File: config.mk
export PLATFORM = sky130hd
export DESIGN_NAME = ipd_frame_payload_extractor_flat
export DESIGN_NICKNAME = d
export VERILOG_FILES = /design/src/design/ipd_pkg.sv /design/src/design/ipd_if.sv /design/src/design/ipd_frame_payload_extractor.sv /design/src/flat_wrapper.sv
export SDC_FILE = /design/constraint.sdc
export NUM_CORES = 1
export LEC_CHECK = 0
export BUFFER_PORTS_ARGS = -buffer_cell sky130_fd_sc_hd__buf_2
export CORE_MARGIN = 2
export CORE_UTILIZATION = 50
export CTS_CLUSTER_DIAMETER = 40
export CTS_CLUSTER_SIZE = 20
export DETAILED_ROUTE_END_ITERATION = 10
export GPL_ROUTABILITY_DRIVEN = 0
export GPL_TIMING_DRIVEN = 0
export PLACE_DENSITY = 0.67
export SLEW_MARGIN = 5
export SYNTH_ARGS = -nofsm -noshare
export SYNTH_HDL_FRONTEND = slang
export SYNTH_SLANG_ARGS = --single-unit
File: constraint.sdc
create_clock -name clk -period 6.47 [get_ports clk]
set_input_delay 0.3235 -clock clk [delete_from_list [all_inputs] [get_ports clk]]
set_output_delay 0.3235 -clock clk [all_outputs]
set_load 0.05 [all_outputs]
File: src/design/ipd_pkg.sv
// ----------------------------------------------------------------------------
// ipd_pkg
// Shared constants and helpers for the +IPD frame payload extractor.
// ----------------------------------------------------------------------------
package ipd_pkg;

  localparam int unsigned LEN_CHARS_MAX_DEF = 4;

  localparam int unsigned BYTE_W  = 8;
  localparam int unsigned LEN_W   = 14;
  localparam int unsigned CHARS_W = 3;
  localparam int unsigned POS_W   = 3;

  localparam logic [POS_W-1:0]  PREFIX_LEN = 3'd6;
  localparam logic [LEN_W-1:0]  LEN_SAT    = 14'd16383;
  localparam logic [BYTE_W-1:0] CHAR_COLON = 8'h3A;
  localparam logic [BYTE_W-1:0] CHAR_ZERO  = 8'h30;
  localparam logic [BYTE_W-1:0] CHAR_NINE  = 8'h39;

  // expected header bytes: CR LF + I P D
  function automatic logic [BYTE_W-1:0] prefix_byte(input logic [POS_W-1:0] pos);
    logic [BYTE_W-1:0] b;
    case (pos)
      3'd0:    b = 8'h0D;
      3'd1:    b = 8'h0A;
      3'd2:    b = 8'h2B;
      3'd3:    b = 8'h49;
      3'd4:    b = 8'h50;
      3'd5:    b = 8'h44;
      default: b = '0;
    endcase
    return b;
  endfunction

endpackage

File: src/design/ipd_if.sv
// ----------------------------------------------------------------------------
// ipd_in_if / ipd_out_if
// Valid/ready channels carrying received bytes and extracted payload items.
// ----------------------------------------------------------------------------
interface ipd_in_if;
  logic       valid;
  logic       ready;
  logic [7:0] rx_byte;
  logic       msg_start;

  modport source (output valid, output rx_byte, output msg_start, input ready);
  modport sink   (input valid, input rx_byte, input msg_start, output ready);
endinterface

interface ipd_out_if;
  logic       valid;
  logic       ready;
  logic [7:0] payload_byte;
  logic       last_byte;
  logic       frame_error;

  modport source (output valid, output payload_byte, output last_byte,
                  output frame_error, input ready);
  modport sink   (input valid, input payload_byte, input last_byte,
                  input frame_error, output ready);
endinterface

File: src/design/ipd_frame_payload_extractor.sv
// ----------------------------------------------------------------------------
// ipd_frame_payload_extractor
// Parses "\r\n+IPD,<len>:" message headers and forwards the payload bytes.
// ----------------------------------------------------------------------------
// Usage:
//   rx carries one received modem byte per item, with msg_start high on the
//   first byte of each message. tx carries at most one item per input item:
//   a payload byte (last_byte high on the final one) or a single error item
//   when the length text runs longer than LEN_CHARS_MAX characters.
//   Header, separator, length and trailing bytes produce no tx item.
//   A result is in the tx register on the clock after its byte is taken.
//   Throughput is one byte per cycle while tx is not stalled, set by the
//   single state update between the rx handshake and the tx output register.
//   rx.ready stays high while the tx register is empty or being drained, so
//   a stalled receiver holds one result and then backs up the rx side.
//   A msg_start byte aborts any frame in progress and restarts the header
//   match. Synchronous reset empties the tx register and returns the parser
//   to idle; bytes before the first msg_start are dropped.
// ----------------------------------------------------------------------------
module ipd_frame_payload_extractor #(
  parameter int unsigned LEN_CHARS_MAX = ipd_pkg::LEN_CHARS_MAX_DEF
) (
  input  logic          clk,
  input  logic          rst,
  ipd_in_if.sink        rx,
  ipd_out_if.source     tx
);
  import ipd_pkg::*;

  localparam logic [2:0] PH_IDLE    = 3'd0;
  localparam logic [2:0] PH_PREFIX  = 3'd1;
  localparam logic [2:0] PH_SEP     = 3'd2;
  localparam logic [2:0] PH_LENGTH  = 3'd3;
  localparam logic [2:0] PH_PAYLOAD = 3'd4;
  localparam logic [2:0] PH_IGNORE  = 3'd5;

  localparam logic [CHARS_W-1:0] CHARS_LIMIT = CHARS_W'(LEN_CHARS_MAX);

  logic [2:0]         phase,        phase_next;
  logic [POS_W-1:0]   prefix_pos,   prefix_pos_next;
  logic [LEN_W-1:0]   length_accum, length_accum_next;
  logic [CHARS_W-1:0] length_chars, length_chars_next;
  logic               digits_ended, digits_ended_next;
  logic [LEN_W-1:0]   bytes_left,   bytes_left_next;

  logic [2:0]         s_phase;
  logic [POS_W-1:0]   s_pos;
  logic [LEN_W-1:0]   s_accum;
  logic [CHARS_W-1:0] s_chars;
  logic               s_ended;
  logic [LEN_W-1:0]   s_left;

  logic               res_valid;
  logic [BYTE_W-1:0]  res_byte;
  logic               res_last;
  logic               res_error;
  logic [17:0]        accum_x10;
  logic               accept;

  logic               out_valid;
  logic [BYTE_W-1:0]  out_byte;
  logic               out_last;
  logic               out_error;

  assign rx.ready = !out_valid || tx.ready;
  assign accept   = rx.valid && rx.ready;

  assign accum_x10 = 18'(length_accum) * 18'd10 + 18'(rx.rx_byte - CHAR_ZERO);

  always_comb begin
    // a message start restarts the frame before the byte is parsed
    s_phase = rx.msg_start ? PH_PREFIX : phase;
    s_pos   = rx.msg_start ? '0 : prefix_pos;
    s_accum = rx.msg_start ? '0 : length_accum;
    s_chars = rx.msg_start ? '0 : length_chars;
    s_ended = rx.msg_start ? 1'b0 : digits_ended;
    s_left  = rx.msg_start ? '0 : bytes_left;

    phase_next        = s_phase;
    prefix_pos_next   = s_pos;
    length_accum_next = s_accum;
    length_chars_next = s_chars;
    digits_ended_next = s_ended;
    bytes_left_next   = s_left;

    res_valid = 1'b0;
    res_byte  = '0;
    res_last  = 1'b0;
    res_error = 1'b0;

    case (s_phase)
      PH_PREFIX: begin
        if (s_pos < PREFIX_LEN && rx.rx_byte == prefix_byte(s_pos)) begin
          prefix_pos_next = s_pos + 1'b1;
          if (s_pos == PREFIX_LEN - 1'b1) begin
            phase_next = PH_SEP;
          end
        end else begin
          phase_next = PH_IGNORE;
        end
      end
      PH_SEP: begin
        phase_next = PH_LENGTH;
      end
      PH_LENGTH: begin
        if (rx.rx_byte == CHAR_COLON) begin
          if (s_accum == '0) begin
            phase_next = PH_IGNORE;
          end else begin
            bytes_left_next = s_accum;
            phase_next      = PH_PAYLOAD;
          end
        end else begin
          length_chars_next = s_chars + 1'b1;
          if (s_chars + 1'b1 > CHARS_LIMIT) begin
            phase_next = PH_IGNORE;
            res_valid  = 1'b1;
            res_error  = 1'b1;
          end else if (!s_ended && rx.rx_byte >= CHAR_ZERO && rx.rx_byte <= CHAR_NINE) begin
            // start never coincides with length phase, so s_accum == length_accum
            length_accum_next = (accum_x10 > 18'(LEN_SAT)) ? LEN_SAT : accum_x10[LEN_W-1:0];
          end else begin
            digits_ended_next = 1'b1;
          end
        end
      end
      PH_PAYLOAD: begin
        res_valid       = 1'b1;
        res_byte        = rx.rx_byte;
        res_last        = (s_left == LEN_W'(1));
        bytes_left_next = s_left - 1'b1;
        if (s_left == LEN_W'(1)) begin
          phase_next = PH_IGNORE;
        end
      end
      default: begin
      end
    endcase
  end

  always_ff @(posedge clk) begin
    if (rst) begin
      phase        <= PH_IDLE;
      prefix_pos   <= '0;
      length_accum <= '0;
      length_chars <= '0;
      digits_ended <= 1'b0;
      bytes_left   <= '0;
    end else if (accept) begin
      phase        <= phase_next;
      prefix_pos   <= prefix_pos_next;
      length_accum <= length_accum_next;
      length_chars <= length_chars_next;
      digits_ended <= digits_ended_next;
      bytes_left   <= bytes_left_next;
    end
  end

  always_ff @(posedge clk) begin
    if (rst) begin
      out_valid <= 1'b0;
    end else if (accept) begin
      out_valid <= res_valid;
    end else if (tx.ready) begin
      out_valid <= 1'b0;
    end
  end

  always_ff @(posedge clk) begin
    if (accept) begin
      out_byte  <= res_byte;
      out_last  <= res_last;
      out_error <= res_error;
    end
  end

  assign tx.valid        = out_valid;
  assign tx.payload_byte = out_byte;
  assign tx.last_byte    = out_last;
  assign tx.frame_error  = out_error;

  a_payload_has_count: assert property (@(posedge clk) disable iff (rst)
    phase == PH_PAYLOAD |-> bytes_left != '0)
    else $error("payload phase with no bytes left");

  a_length_chars_bound: assert property (@(posedge clk) disable iff (rst)
    phase == PH_LENGTH |-> length_chars <= CHARS_LIMIT)
    else $error("length text count past limit while parsing length");

  a_hold_when_blocked: assert property (@(posedge clk) disable iff (rst)
    !rx.ready |=> $stable(phase) && $stable(bytes_left))
    else $error("parser state moved while input was blocked");

  a_error_item_clean: assert property (@(posedge clk) disable iff (rst)
    tx.valid && tx.frame_error |-> tx.payload_byte == '0 && !tx.last_byte)
    else $error("error item carries payload data");

  a_last_ends_frame: assert property (@(posedge clk) disable iff (rst)
    accept && phase_next == PH_PAYLOAD && s_phase == PH_PAYLOAD |-> !res_last)
    else $error("last byte flagged while frame continues");

endmodule
File: src/flat_wrapper.sv
// flat-port wrapper written by rule: the top's interface ports become plain ports
module ipd_frame_payload_extractor_flat import ipd_pkg::*;
#(
  parameter int unsigned LEN_CHARS_MAX = ipd_pkg::LEN_CHARS_MAX_DEF
)
  (clk, rst, rx_valid, rx_rx_byte, rx_msg_start, rx_ready, tx_valid, tx_payload_byte, tx_last_byte, tx_frame_error, tx_ready);
  ipd_in_if rx_i ();
  ipd_out_if tx_i ();
  input  logic clk;
  input  logic rst;
  input wire logic [$bits(rx_i.valid)-1:0] rx_valid;
  input wire logic [$bits(rx_i.rx_byte)-1:0] rx_rx_byte;
  input wire logic [$bits(rx_i.msg_start)-1:0] rx_msg_start;
  output wire logic [$bits(rx_i.ready)-1:0] rx_ready;
  output wire logic [$bits(tx_i.valid)-1:0] tx_valid;
  output wire logic [$bits(tx_i.payload_byte)-1:0] tx_payload_byte;
  output wire logic [$bits(tx_i.last_byte)-1:0] tx_last_byte;
  output wire logic [$bits(tx_i.frame_error)-1:0] tx_frame_error;
  input wire logic [$bits(tx_i.ready)-1:0] tx_ready;
  assign rx_i.valid = rx_valid;
  assign rx_i.rx_byte = rx_rx_byte;
  assign rx_i.msg_start = rx_msg_start;
  assign rx_ready = rx_i.ready;
  assign tx_valid = tx_i.valid;
  assign tx_payload_byte = tx_i.payload_byte;
  assign tx_last_byte = tx_i.last_byte;
  assign tx_frame_error = tx_i.frame_error;
  assign tx_i.ready = tx_ready;
  ipd_frame_payload_extractor #(.LEN_CHARS_MAX(LEN_CHARS_MAX)) u_core (.clk(clk), .rst(rst), .rx(rx_i), .tx(tx_i));
endmodule
# After elaboration in Yosys (flattened, before gate mapping)
# Index checks and enable logic that the tools add are counted.
[word_totals] register_bits=49 latch_bits=0 mem_bits_rw=0 mem_bits_ro=0 inputBits=13 memories=0
[op_classes] n_addsub=5 mul=1 div_mod_pow=0 magnitude_cmp=5 n_eq_ne=12 shifts=0 mux=36 bitwise=0 reduce_logical=10
[op_table] op="two-way mux 14 bit" n=9
[op_table] op="one-hot mux 7 bit (6 select lines)" n=1
[op_table] op="two-way mux 3 bit" n=12
[op_table] op="one-hot mux 14 bit (2 select lines)" n=1
[op_table] op="adder 18 bit" n=1
[op_table] op="> comparator 18 x 14 -> 1 bit (second input constant)" n=1
[op_table] op="multiplier 14 x 3 -> 17 bit (second input constant)" n=1
[op_table] op="equality test 14 x 1 -> 1 bit (second input constant)" n=1
[op_table] op="logical NOT 14 bit" n=1
[op_table] op="subtractor 14 x 1 -> 14 bit (second input constant)" n=1
[op_table] op="equality test 3 x 2 -> 1 bit (second input constant)" n=4
[op_table] op="one-hot mux 3 bit (4 select lines)" n=1
[op_table] op="two-way mux 1 bit" n=10
[op_table] op="equality test 3 bit (second input constant)" n=3
[op_table] op="subtractor 8 x 6 -> 9 bit (second input constant)" n=1
[op_table] op="equality test 8 x 6 -> 1 bit (second input constant)" n=1
[op_table] op="equality test 8 bit" n=1
[op_table] op=">= comparator 8 x 6 -> 1 bit (second input constant)" n=1
[op_table] op="less-or-equal comparator 8 x 6 -> 1 bit (second input constant)" n=1
[op_table] op="two-way mux 8 bit" n=1
[op_table] op="adder 3 x 1 -> 3 bit (second input constant)" n=2
[op_table] op="equality test 3 x 1 -> 1 bit (second input constant)" n=2
[op_table] op="logical AND 1 bit" n=4
[op_table] op="> comparator 3 bit (second input constant)" n=1
[op_table] op="6 further kinds" n=7

# Longest topological paths before layout
# Gate-level depths: netlist of run 1.
[logic_depth] ltp_word=8 mapped_depth=20 mapped_depth_nobuf=20

# Worst setup path before layout of run 1
# Ideal clock, no wire load.
[synth_path] kind="register -> register" start="register u_core.length_accum[1]" end="register u_core.length_accum[4]" setup_ns=0.121 arrival_time_ns=4.382 required_time_ns=6.349 path_slack_ns=1.967 path_stages_with_launch=21 synth_period_minus_slack_ns=4.503 cell_sequence="dfxtp_1 ha_1 ha_1 fa_1 a21o_1 a21o_1 a21oi_1 o21ai_0 a21oi_1 o21bai_1 a21oi_1 xnor2_1 ha_1 o21a_1 o21ai_0 nand2_1 a41o_1 or2_1 a2111o_1 a221oi_1 o21ai_1"
[synth_between] elab_chain_cells=8
[synth_rtl] item="start: declaration" line="ipd_frame_payload_extractor.sv:41" rtl="logic [LEN_W-1:0] length_accum, length_accum_next;"
[synth_rtl] item="start signal: assignment" line="ipd_frame_payload_extractor.sv:152" rtl="length_accum <= length_accum_next;"
[synth_rtl] item="multiplier 14 x 3 -> 17 bit (*)" line="ipd_frame_payload_extractor.sv:68" rtl="assign accum_x10 = 18'(length_accum) * 18'd10 + 18'(rx.rx_byte - CHAR_ZERO);"
[synth_rtl] item="adder 18 bit (*)" line="ipd_frame_payload_extractor.sv:68"
[synth_rtl] item="> comparator 18 x 14 -> 1 bit" line="ipd_frame_payload_extractor.sv:121" rtl="length_accum_next = (accum_x10 > 18'(LEN_SAT)) ? LEN_SAT : accum_x10[LEN_W-1:0];"
[synth_rtl] item="two-way mux 14 bit (*)" line="ipd_frame_payload_extractor.sv:121"
[synth_rtl] item="two-way mux 14 bit (*)" line="ipd_frame_payload_extractor.sv:119" rtl="end else if (!s_ended && rx.rx_byte >= CHAR_ZERO && rx.rx_byte <= CHAR_NINE) begin"
[synth_rtl] item="two-way mux 14 bit (*)" line="ipd_frame_payload_extractor.sv:115" rtl="if (s_chars + 1'b1 > CHARS_LIMIT) begin"
[synth_rtl] item="two-way mux 14 bit (*)" line="ipd_frame_payload_extractor.sv:106" rtl="if (rx.rx_byte == CHAR_COLON) begin"
[synth_rtl] item="two-way mux 14 bit (*)" line="ipd_frame_payload_extractor.sv:91" rtl="case (s_phase)"
# Mark *: on every way between the ends. The rest lies on a longest branch, timed or not.
# A chain may end at the register's enable or synchronous reset.

# Worst setup path after layout of run 1
[layout_path] start="register u_core.length_accum[1]" end="register u_core.length_accum[10]"
# Same word-level chain as after synthesis.

==> summary.md, run 1 <==
| Metric | Value |
|---|---|
| Cell types occupying the most area after synthesis | sky130_fd_sc_hd__dfxtp_1 (18%), sky130_fd_sc_hd__ha_1 (14%), sky130_fd_sc_hd__a21oi_1 (8.3%) |
| Total detailed-routing wirelength | 12300 um |
| Die height | 97.8 um |
| Category of the worst setup path launch point | register |
| Post-cts resize count | 0 |
| Element type at the critical path end | register |
| Transition at the pin with the smallest max-transition slack | about 1.2 ns |
| Total Die Area | 9570 um2 |
| CTS Buf Count | 5 |
| Remaining antenna violation count after routing | 0 |
| Pin count of the biggest net entering global routing | 20 |
| Worst hold margin | 0.294 ns |
| Number of levels in the clock H-tree | 2 |
| Remaining max-slew budget at the tightest pin | 0.215 |
| Maximum buffer depth of the clock tree | 2 |
| Critical path peak fanout | 8 |
| Vias in the first global route | 4096 |
| Most instantiated flip-flop cell in the synthesis netlist | sky130_fd_sc_hd__dfxtp_1 |
| Count of maximum capacitance violations | 0 |
| Area Growth Syn to Fin | 8.41% |
| Number of enable flip-flop cells after synthesis | 10 |
| Crit path required time | about 6.6 ns |
| Cell count after synthesis | 561 |
| Final worst path period share | 0.803 |
| Number of hold-slack violations in the final timing report | 0 |
| Post-route standard cell area excluding fillers | roughly 4800 um2 |
| Die outline width | around 100 um |
| Type of the worst setup path | reg -> reg |
| Ant diodes | 0 |
| Via/cell ratio | 6.28 |
| Result of the run | completed |
| Number of buffers inserted by hold repair at cts | 0 |
| Count of boundary I/O pins | 25 |
| Number of violations reported at the end of detailed-routing iteration 0 | between 400 and 500 |
| Share of the synthesized area in the top cell type | 0.177 |
| Drt drc | 0 |
| Total placed instance area | 4660 um2 |
| Number of setup violations in the final report | 0 |
| Setup repair after global routing missed its margin | no |
| CTS Root Buffer Type | sky130_fd_sc_hd__clkbuf_8 |
| Buffers added on ports | 23 |
| Vias | 4395 |
| VDD IR max | 104 uV |
| Core footprint | 8640 um2 |
| Site row count | 34 |
| Path category of the worst min-delay check | in -> reg |
| Share of synthesized registers carrying an async set or reset | 0 |
| Routed wire length per instance | ~18 um |
| Count of fill cells added during filler insertion | 854 |
| Most used standard cell by instance count after synthesis | sky130_fd_sc_hd__a21oi_1 |
| Initial antenna violation count | 0 |
| Final HPWL DP | between 9000 and 10000 um |
| Number of distinct library cells after synthesis | 70 |
| Number of search-and-repair iterations in the first detailed-routing pass | 7 |
| Max Clk Rate | 0.193 GHz |
| Total power | 657 uW |
| Number of setup buffers added after CTS | 0 |
| Total gr overflow | 0 |
| Mapped Nets | 627 |
| Flops & latches, synth | 49 |
| Aggregate global-route resource usage | 0.258 |
| Sum Neg Setup Slack | 0 ns |
| Initial core utilization | 0.510 |
| Global-route wire length before repair | 20400 um |
| Final Max Tran Viols | 0 |
| CTS clk-pin slew, worst paths | 0.09 ns |
| Tmin final | just over 5 ns |
| Power per standard cell area | about 140 nW/um2 |
| Biggest area consumer among synthesized cells | sky130_fd_sc_hd__dfxtp_1 |
| Footprint of the multi-input gates | 3180 um2 |
| Synth warn | 0 |
| Clock tree from TritonCTS | built |
| CTS sink cnt | 49 |
| Storage element area | 1080 um2 |
| Final layout net count | 657 |
| Arr. time, crit path | between 5 and 6 ns |
| Sequential element share of the synthesized area | 0.246 |
| Share of cells above drive strength 1 | 0.0845 |
| Most instantiated cells after synthesis | sky130_fd_sc_hd__a21oi_1 (73), sky130_fd_sc_hd__nor2_1 (60), sky130_fd_sc_hd__nand2_1 (53) |
| Post-synthesis instance area | 4400 um2 |
| Clock latency on the worst-skew pair | 0.31 ns |
| Leakage component of the power | about 0.0021 uW |
| Post-Syn Area per Cell | 7.85 um2 |
| Worst Clk Skew | roughly 0.011 ns |
-- power by group --
part	total, uW	internal [uW]	switching (uW)
clock network	217	110	107
logic	117	36.5	80.4
registers	323	319	4.63
total	657	466	192
-- flip-flops by register name, summed over array words and instances, names as in the netlist --
register                count
u_core.length_accum        14
u_core.tx.valid             1
u_core.length_chars         3
u_core.bytes_left          14
u_core.tx.payload_byte      8
u_core.tx.last_byte         1
u_core.tx.frame_error       1
u_core.prefix_pos           3
u_core.phase                3
u_core.digits_ended         1
-- path summary, 6_finish.rpt --
check	from	end	slack (ns)	depth (start not counted)
setup / recovery	u_core.length_accum[1]	u_core.length_accum[10]	1.28	20
hold / removal	rx_valid	u_core.tx.valid	0.29	3
setup reg to reg	u_core.length_accum[1]	u_core.length_accum[10]	1.28	20
hold reg to reg	u_core.bytes_left[12]	u_core.bytes_left[12]	0.48	2
-- per-layer routing --
layer,up-vias,global-route usage,part of all wire
met2,205,0.433,0.47
li1,2136,-,-
met3,38,0.0243,0.072
met4,0,0.0865,0.031
met1,2016,0.347,0.43
met5,-,0,0
-- area by class of cell --
class                           count  share of cell area
Clock inverter                      1             0.00157
Buffer                             21              0.0173
Multi-Input combinational cell    474               0.666
Inverter                           17              0.0134
Clock buffer                        7              0.0225
Tap cell                          108              0.0283
Sequential cell                    49               0.226
Timing Repair Buffer               23              0.0241
-- per-stage QoR --
step,std cells,util,setup slack (ns)
floorplan,561,-,1.97
global placement,692,0.539,1.35
detailed placement,692,0.539,1.31
CTS,700,0.553,1.30
global route,700,0.553,0.946
finish,700,0.553,1.28
-- critical path, cell delays in order, from the launching register on --
cell                       delay, ns
sky130_fd_sc_hd__dfxtp_1        0.56
sky130_fd_sc_hd__ha_1           0.31
sky130_fd_sc_hd__ha_1           0.23
sky130_fd_sc_hd__fa_1           0.40
sky130_fd_sc_hd__a21o_1         0.20
sky130_fd_sc_hd__a21o_1         0.20
sky130_fd_sc_hd__a21oi_1        0.19
sky130_fd_sc_hd__o21ai_0        0.16
sky130_fd_sc_hd__a21oi_1        0.26
sky130_fd_sc_hd__o21bai_1       0.12
sky130_fd_sc_hd__a21oi_1        0.18
sky130_fd_sc_hd__xnor2_1        0.18
sky130_fd_sc_hd__ha_1           0.32
sky130_fd_sc_hd__o21a_1         0.22
sky130_fd_sc_hd__o21ai_0        0.08
sky130_fd_sc_hd__nand2_1        0.07
sky130_fd_sc_hd__a41o_1         0.25
sky130_fd_sc_hd__or2_1          0.23
sky130_fd_sc_hd__a2111o_1       0.51
sky130_fd_sc_hd__a21oi_2        0.29
sky130_fd_sc_hd__a221oi_1       0.12
-- cell families after synthesis --
group                    share of synthesized area
multiplexers                               0.00710
AND/OR/NAND/NOR                              0.205
flip-flops                                   0.246
adder cells (fa/ha/maj)                      0.154
buffers and inverters                       0.0332
AO/OA/AOI/OAI                                0.301
XOR/XNOR                                    0.0537
-- placed cells by master (no fill, tap or decap), types with 4 or more instances in the layout --
master,instances
sky130_fd_sc_hd__a21o_1,13
sky130_fd_sc_hd__o211ai_1,6
sky130_fd_sc_hd__nor2b_1,5
sky130_fd_sc_hd__a221oi_1,5
sky130_fd_sc_hd__xnor2_1,17
sky130_fd_sc_hd__nor2_1,60
sky130_fd_sc_hd__inv_1,16
sky130_fd_sc_hd__buf_2,26
sky130_fd_sc_hd__a22oi_1,5
sky130_fd_sc_hd__clkbuf_8,6
sky130_fd_sc_hd__nand3_1,7
sky130_fd_sc_hd__a21oi_1,73
sky130_fd_sc_hd__a31oi_1,8
sky130_fd_sc_hd__nor4_1,6
sky130_fd_sc_hd__xor2_1,10
sky130_fd_sc_hd__o21ai_0,30
sky130_fd_sc_hd__dfxtp_1,39
sky130_fd_sc_hd__edfxtp_1,10
sky130_fd_sc_hd__clkbuf_1,18
sky130_fd_sc_hd__a211oi_1,12
sky130_fd_sc_hd__nor3_1,11
sky130_fd_sc_hd__o21ai_1,9
sky130_fd_sc_hd__nand2_1,53
sky130_fd_sc_hd__nand4_1,5
sky130_fd_sc_hd__and2_1,13
sky130_fd_sc_hd__nand2b_1,8
sky130_fd_sc_hd__o21a_1,4
sky130_fd_sc_hd__ha_1,51
(Power assumes the default switching activity.)
==> run 2: changes to the inputs <==
==> constraint.sdc (replaced) <==
create_clock -name clk -period 4.9 [get_ports clk]
set_input_delay 0.245 -clock clk [delete_from_list [all_inputs] [get_ports clk]]
set_output_delay 0.245 -clock clk [all_outputs]
set_load 0.05 [all_outputs]
==> summary.md, run 2 (synthesis results as in run 1) <==
| Metric | Value |
|---|---|
| Number of placed instances, taps included | 692 |
| Total power | 874 uW |
| Aggregate global-route resource usage | 0.259 |
| Number of violations reported at the end of detailed-routing iteration 0 | between 400 and 500 |
| Via/cell ratio | 6.26 |
| Transition at the pin with the smallest max-transition slack | 1.13 ns |
| Clock latency on the worst-skew pair | 0.31 ns |
| Final HPWL DP | 9290 um |
| Post-Layout Cell Count | between 700 and 800 |
| Total placed instance area | 4660 um2 |
| Element type at the critical path end | register |
| Fraction of power consumed by combinational cells | 0.181 |
| Share of cells above drive strength 1 | 0.125 |
| Tmin final | 4.72 ns |
| Global-route wire length before repair | 20600 um |
| Initial antenna violation count | 0 |
| Type of the worst setup path | reg -> reg |
| VDD IR max | 138 uV |
| Power per standard cell area | around 180 nW/um2 |
| Final Max Tran Viols | 0 |
| Vias | 4422 |
| Sequential share of power | 0.488 |
| Worst hold margin | 0.215 ns |
| Category of the worst setup path launch point | register |
| Area Growth Syn to Fin | 11.5% |
| CTS sink cnt | 49 |
| Total detailed-routing wirelength | 12500 um |
| Total Die Area | 9570 um2 |
| Vias in the first global route | a little over 4000 |
| Initial core utilization | 0.510 |
| Post-route standard cell area excluding fillers | just under 5000 um2 |
| Crit path required time | 5.07 ns |
| Drt drc | 0 |
| Number of setup violations in the final report | 0 |
| Path category of the worst min-delay check | in -> reg |
| Final worst path period share | 0.964 |
| Die height | 97.8 um |
| Number of buffers inserted by hold repair at cts | 0 |
| Ant diodes | 0 |
| Clock tree from TritonCTS | built |
| CTS clk-pin slew, worst paths | 0.10 ns |
| Leakage component of the power | 0.00215 uW |
| Result of the run | completed |
| Max Clk Rate | 0.212 GHz |
| Count of fill cells added during filler insertion | between 800 and 900 |
| CTS Root Buffer Type | sky130_fd_sc_hd__clkbuf_8 |
| Routed wire length per instance | about 18 um |
| Core footprint | 8640 um2 |
| Number of levels in the clock H-tree | 2 |
| Critical path peak fanout | 8 |
| Arr. time, crit path | 4.90 ns |
| Int Pwr | 616 uW |
| Sw Pwr | 258 uW |
| Remaining max-slew budget at the tightest pin | 0.247 |
| Pin count of the biggest net entering global routing | 20 |
| Die outline width | approximately 98 um |
| Total gr overflow | 0 |
| Count of boundary I/O pins | 25 |
| Final layout net count | 663 |
| Remaining antenna violation count after routing | 0 |
| Number of search-and-repair iterations in the first detailed-routing pass | 6 |
| Clock power share | 0.332 |
| Most common library cell in the layout ignoring fill and taps | sky130_fd_sc_hd__a21oi_1 |
| Count of maximum capacitance violations | 0 |
| Buffers added on ports | 23 |
| Switching portion of total power | 0.295 |
| Site row count | 34 |
| Worst Clk Skew | 0.0105 ns |
| Number of hold-slack violations in the final timing report | 0 |
| Sum Neg Setup Slack | 0 ns |
| CTS Buf Count | 5 |
| Commonest cells after routing, fill and taps aside | sky130_fd_sc_hd__a21oi_1 (68), sky130_fd_sc_hd__nor2_1 (60), sky130_fd_sc_hd__nand2_1 (53) |
| Maximum buffer depth of the clock tree | 2 |
==> run 2: changes by cell type in the layout (fill, tap and decap cells not counted), moves of 4 or more <==
cell,delta
sky130_fd_sc_hd__dfxtp_1,-4
sky130_fd_sc_hd__a21oi_2,+4
sky130_fd_sc_hd__a21oi_1,-5
sky130_fd_sc_hd__buf_4,+6
==> run 2: metrics by stage <==
step	util	setup slack, ns
2_1_floorplan	-	0.397
3_3_place_gp	0.539	-0.222
3_5_place_dp	0.539	-0.263
4_1_cts	0.560	0.0217
5_1_grt	0.568	-0.0271
6_report	0.568	0.178
==> run 2: cell type report <==
class | instances | area [um2] | area share
Tap cell | 108 | 135 | 0.0275
Sequential cell | 49 | 1090 | 0.222
Timing Repair Buffer | 30 | 180 | 0.0367
Multi-Input combinational cell | 474 | 3240 | 0.661
Buffer | 20 | 78.8 | 0.0161
Clock buffer | 7 | 108 | 0.0219
Inverter | 17 | 63.8 | 0.0130
Clock inverter | 1 | 7.51 | 0.00153
==> run 2: per-layer routing <==
layer | vias to the layer above | global-route usage | routed length, um
met5 | - | 0 | 0
li1 | 2150 | - | -
met4 | 0 | 0.0865 | 334
met1 | 2044 | 0.348 | 5420
met3 | 30 | 0.0243 | 814
met2 | 198 | 0.438 | 5890
==> run 2: what timing repair did <==
item	4_1_cts	5_1_grt
setup endpoints to repair	14	14
pin swaps	4	6
setup buffers	3	4
resized for setup	9	14
==> run 2: worst paths after layout <==
check,startpoint,end,slack (ns),cells past startpoint
hold reg to reg,u_core.bytes_left[12],u_core.bytes_left[12],0.49,2
setup / recovery,u_core.length_accum[1],u_core.length_accum[10],0.18,20
hold / removal,rx_valid,u_core.tx.valid,0.21,3
setup reg to reg,u_core.length_accum[1],u_core.length_accum[10],0.18,20
==> run 2: power groups by stage <==
stage / logic [uW] / clock network, uW / registers [uW]
2_1_floorplan: 93.5 / 0 / 450
3_3_place_gp: 149 / 0 / 436
3_5_place_dp: 151 / 0 / 436
4_1_cts: 153 / 294 / 426
5_1_grt: 172 / 308 / 427
6_report: 158 / 290 / 426
==> run 2: worst max-delay path, cell delays in order, from the launching register on <==
cell                       delay [ns]
sky130_fd_sc_hd__dfxtp_4         0.37
sky130_fd_sc_hd__ha_1            0.29
sky130_fd_sc_hd__ha_1            0.24
sky130_fd_sc_hd__fa_2            0.35
sky130_fd_sc_hd__a21o_1          0.19
sky130_fd_sc_hd__a21o_1          0.21
sky130_fd_sc_hd__a21oi_2         0.18
sky130_fd_sc_hd__o21ai_2         0.10
sky130_fd_sc_hd__a21oi_2         0.16
sky130_fd_sc_hd__o21bai_1        0.10
sky130_fd_sc_hd__a21oi_1         0.17
sky130_fd_sc_hd__xnor2_1         0.18
sky130_fd_sc_hd__ha_1            0.29
sky130_fd_sc_hd__o21a_1          0.21
sky130_fd_sc_hd__o21ai_0         0.08
sky130_fd_sc_hd__nand2_1         0.08
sky130_fd_sc_hd__a41o_1          0.27
sky130_fd_sc_hd__or2_1           0.23
sky130_fd_sc_hd__a2111o_2        0.55
sky130_fd_sc_hd__a21oi_4         0.24
sky130_fd_sc_hd__a221oi_1        0.11
